### config.mk
export PLATFORM = sky130hd
export DESIGN_NAME = mesif_ts_ram
export DESIGN_NICKNAME = d
export VERILOG_FILES = /design/src/hw/rtl/mesif_ts_ram.sv
export SDC_FILE = /design/constraint.sdc
export NUM_CORES = 1
export LEC_CHECK = 0
export ABC_AREA = 0
export BUFFER_PORTS_ARGS = -buffer_cell sky130_fd_sc_hd__buf_2
export CAP_MARGIN = 5
export CELL_PAD_IN_SITES_DETAIL_PLACEMENT = 1
export CELL_PAD_IN_SITES_GLOBAL_PLACEMENT = 1
export CORE_ASPECT_RATIO = 0.8
export CORE_MARGIN = 2
export CORE_UTILIZATION = 35
export CTS_CLUSTER_SIZE = 16
export DETAILED_ROUTE_END_ITERATION = 6
export GPL_ROUTABILITY_DRIVEN = 1
export GPL_TIMING_DRIVEN = 0
export PLACE_DENSITY = 0.64
export SETUP_SLACK_MARGIN = 0.4
export SYNTH_ARGS = -nofsm -noshare
export SYNTH_HDL_FRONTEND = slang
export SYNTH_SLANG_ARGS = --single-unit
### constraint.sdc
create_clock -name i_clk -period 2.37 [get_ports i_clk]
set_clock_uncertainty 0.1 [all_clocks]
set_input_delay 0.237 -clock i_clk [delete_from_list [all_inputs] [get_ports i_clk]]
set_output_delay 0.237 -clock i_clk [all_outputs]
set_load 0.02 [all_outputs]
### src/hw/rtl/mesif_ts_ram.sv
// Generic single-write, single-read synchronous RAM with a registered read port.
// No package dependencies.
module mesif_ts_ram #(
    parameter int WIDTH = 8,
    parameter int DEPTH = 64
) (
    input  logic                     i_clk,
    input  logic                     i_we,
    input  logic [$clog2(DEPTH)-1:0] i_waddr,
    input  logic [WIDTH-1:0]         i_wdata,
    input  logic                     i_re,
    input  logic [$clog2(DEPTH)-1:0] i_raddr,
    output logic [WIDTH-1:0]         o_rdata
);

    logic [WIDTH-1:0] r_mem [DEPTH];
    logic [WIDTH-1:0] r_rdata;

    always_ff @(posedge i_clk) begin
        if (i_we) begin
            r_mem[i_waddr] <= i_wdata;
        end
        if (i_re) begin
            r_rdata <= r_mem[i_raddr];
        end
    end

    assign o_rdata = r_rdata;

endmodule
== Word-level counts from Yosys, hierarchy flattened ==
Memories as Yosys holds them, arrays and structs flattened. A register that Yosys moved wholly into a read port is not among the register bits.
Cells that the tools add are included.
Operators by class
  multiplexer cells: 2
Operators by type and width (count)
  2-to-1 mux 1 bit: 2
Storage, ports and cells
  register bits: 0
  RAM bits: 512
  input port bits: 23
  output and inout port bits: 8
  word-level logic and storage cells: 3
  memories kept: 1
Memories
  r_mem: words 64, bits a word 8, read ports 1, clocked after Yosys merged registers in 1, write ports 1, RTL line 16  | logic [WIDTH-1:0] r_mem [DEPTH];

== Depth between registers and ports, before layout ==
  depth after elaboration: 2
  depth in mapped cells: 9
  gate-level depth less buffers: 5

== Worst setup path before layout ==
Ideal clock, no wire load.
  path kind: input-to-reg
  from: input port i_raddr[1]
  to: register r_rdata[3] (netlist: o_rdata[3]), read port of r_mem (data pin)
  setup time: 0.266 ns
  arrival time: 1.777 ns
  required time: 2.004 ns
  path slack: 0.227 ns
  cell stages on the path: 7
  buffers on the path: 3
  cells stage by stage: buf_4 > buf_2 > buf_2 > mux4_2 > mux4_2 > o21ai_1 > o41ai_1
RTL lines
  start, declared: RTL line 12  | input logic [$clog2(DEPTH)-1:0] i_raddr,
  end, declared: RTL line 17  | logic [WIDTH-1:0] r_rdata;

==> flow_summary.json <==
{
  "status": "finished, final reports clean",
  "synth-async-reset-ratio_pct": 0,
  "clock-sinks": 520,
  "relSlewSlack_pct": 12.2,
  "irDropWorstVdd_v": 0.000464,
  "end_kind": "flip-flop",
  "dieHeight_um": 219,
  "grt_pass1_wl_um": 75700,
  "yosysTopAreaCellShare_pct": 77.1,
  "cp.buffers_inverters": 0,
  "io_pins": 31,
  "path_cells": "mux4_2 -> mux4_2 -> nor2_2 -> nor3_2 -> o2bb2ai_4",
  "finalPower_mw": 19.3,
  "routedWlPerCell_um": 29.2,
  "netlist_area_um2": 20200,
  "synth_edf_count": 520,
  "core_region_area_um2": 56900,
  "cp_slowest_stage_delay_ps": 550,
  "synth_cells": 940,
  "wl_um": 53300,
  "cp_common_cell": "mux4_2",
  "clk_path_buf_depth": 3,
  "grt-ovfl-total": 0,
  "ys.warnings.count": 0,
  "grt_max_degree": 65,
  "tightest_slew_ps": 1320,
  "track_usage_pct": 18.1,
  "start_util_pct": 35.6,
  "slew_viol_final": 0,
  "synth_area_leaders": "edfxtp_1 (77%), mux4_2 (14%), nor2_1 (1.5%)",
  "vias_per_cell": 5.51,
  "synthTopCellsByCount": "edfxtp_1 (520), mux4_2 (126), nor2_1 (83)",
  "dp_hpwl_um": 33900,
  "critPathTopFamily": "multiplexers",
  "grt_setup_unrepaired": "true",
  "n_antenna_cell": 0,
  "whs_ps": 160,
  "cts.root.buffer_cell": "clkbuf_16",
  "numCtsBuffers": 52,
  "first_global_vias": 10280,
  "htreeDepth": 2,
  "gp_congestion": 0.874,
  "final_cell_area_um2": 23500,
  "drcViolationCount": 0,
  "die_area_um2": 59800,
  "setup_viol": 0,
  "fp.dieW_um": 273,
  "fin_nets": 1051,
  "synth_ff_type": "edfxtp_1",
  "syn_avg_cell_area_um2": 21.5,
  "power_leakage_nw": 7.18,
  "setup-tns-final_ps": 0,
  "drt_iter0_drc": 1154,
  "postRouteAntennaNets": 0,
  "clk_pin_slew_ps": 60,
  "min_period_ps": 2240,
  "area_growth_syn_to_layout_pct": 16.2,
  "cap_violations": 0,
  "power_density_nw_per_um2": 821,
  "antenna_found_initial": 4,
  "arrival_ps": 2460,
  "critPathMaxFanout": 1,
  "fmax_ghz": 0.447,
  "synth_top_cell_by_area": "edfxtp_1",
  "synth.most_common_cell": "edfxtp_1",
  "drt_pass1_iterations": 5,
  "drive_gt1_share_pct": 33.5,
  "worstPathRequired_ps": 2590,
  "synth_cell_types": 39,
  "ys_seq_elements": 520,
  "cpMaxStageDelayCell": "mux4_2",
  "port_buffers": 22,
  "fin_crit_sh_pct": 94.5,
  "placed_area_um2": 21300,
  "cts_tree": "done",
  "hold_viol": 0,
  "rows": 78,
  "worstSetupPathType": "reg2reg",
  "synth.yosys.seq_area_share_pct": 77.1,
  "hold_class": "in2reg",
  "synthesis.nets": 963,
  "vias": 10072,
  "critPathLaunchType": "flip-flop",
  "worstSkewPairLatency_ps": 610
}
## state kept, by name (all words and copies together), names as in the netlist
signal / count
r_mem: 512
o_rdata: 8
## report_power, final
part           internal, mW  switching, mW
Sequential             10.2         0.0160
Clock                  4.47           3.44
Combinational         0.422          0.761
Total                  15.1           4.21
## stage by stage
step | setup WS [ps] | std cells | utilization (%)
2_1_floorplan | 348 | 940 | -
3_3_place_gp | -945 | 1722 | 37.5
3_5_place_dp | -893 | 1722 | 37.5
4_1_cts | 146 | 1818 | 40.7
5_1_grt | 88.0 | 1828 | 41.4
6_report | 131 | 1828 | 41.4
## cell usage in the layout, fill, tap and decap left out, types with 4 or more instances in the layout
cell           netlist  layout
mux2i_1             23      17
clkbuf_1            17      21
clkbuf_2             0       8
buf_6                4       6
dlygate4sd3_1        0       4
edfxtp_1           520     520
clkinv_2             0      10
buf_2               11      25
o221ai_1             8       7
o22ai_1              8       7
nor2b_1             14      14
nand2_1             19      19
mux4_2             126     126
nand2b_1             7       7
clkinv_1             0      12
nor2_1              83      36
nand3_1             13      11
clkbuf_16            0      54
mux2_2              13      11
a211oi_1             4       4
mux2i_2              0       6
buf_4               13      20
nor2_2               0      44
buf_12               2       5
## worst paths after layout
kind / startpoint / to / slack [ps] / cells after the start
max: r_mem[10][1] / o_rdata[1] / 130 / 5
min: i_wdata[4] / r_mem[1][4] / 160 / 1
max reg2reg: r_mem[10][1] / o_rdata[1] / 130 / 5
min reg2reg: r_mem[6][7] / o_rdata[7] / 950 / 4
## logic make-up after synthesis
kind of cell           Yosys count  share of synthesized area, %
AO/OA/AOI/OAI                   54                          2.06
buffers and inverters           51                          1.56
multiplexers                   162                          15.9
AND/OR/NAND/NOR                153                          3.37
flip-flops                     520                          77.1
## final cells by class
cell class                 instances  area, um^2
multi-input combinational        369        4690
sequential                       520       15600
buffer                            51         400
clock inverter                    29         224
fill                            5331       33400
tap                              760         951
clock buffer                      65        1390
timing repair buffer              34         255
## metal layers
metal | vias up | share of wire, % | GRT usage [%]
li1 | 4118 | - | -
met2 | 411 | 44 | 26.1
met1 | 5463 | 45 | 26.7
met5 | - | 0.066 | 0
met3 | 74 | 8.4 | 4.73
met4 | 6 | 2.3 | 5.68
## timing repair
| item | 4_1_cts | 5_1_grt |
|---|---|---|
| setup buffers | 0 | 5 |
| hold endpoints to repair | 9 | 27 |
| setup endpoints to repair | 103 | 384 |
| pin swaps | 6 | 6 |
| hold buffers | 2 | 2 |
| resized for setup | 51 | 64 |
| gates cloned | 0 | 0 |
Note: power is estimated with default switching activity, not from simulation.
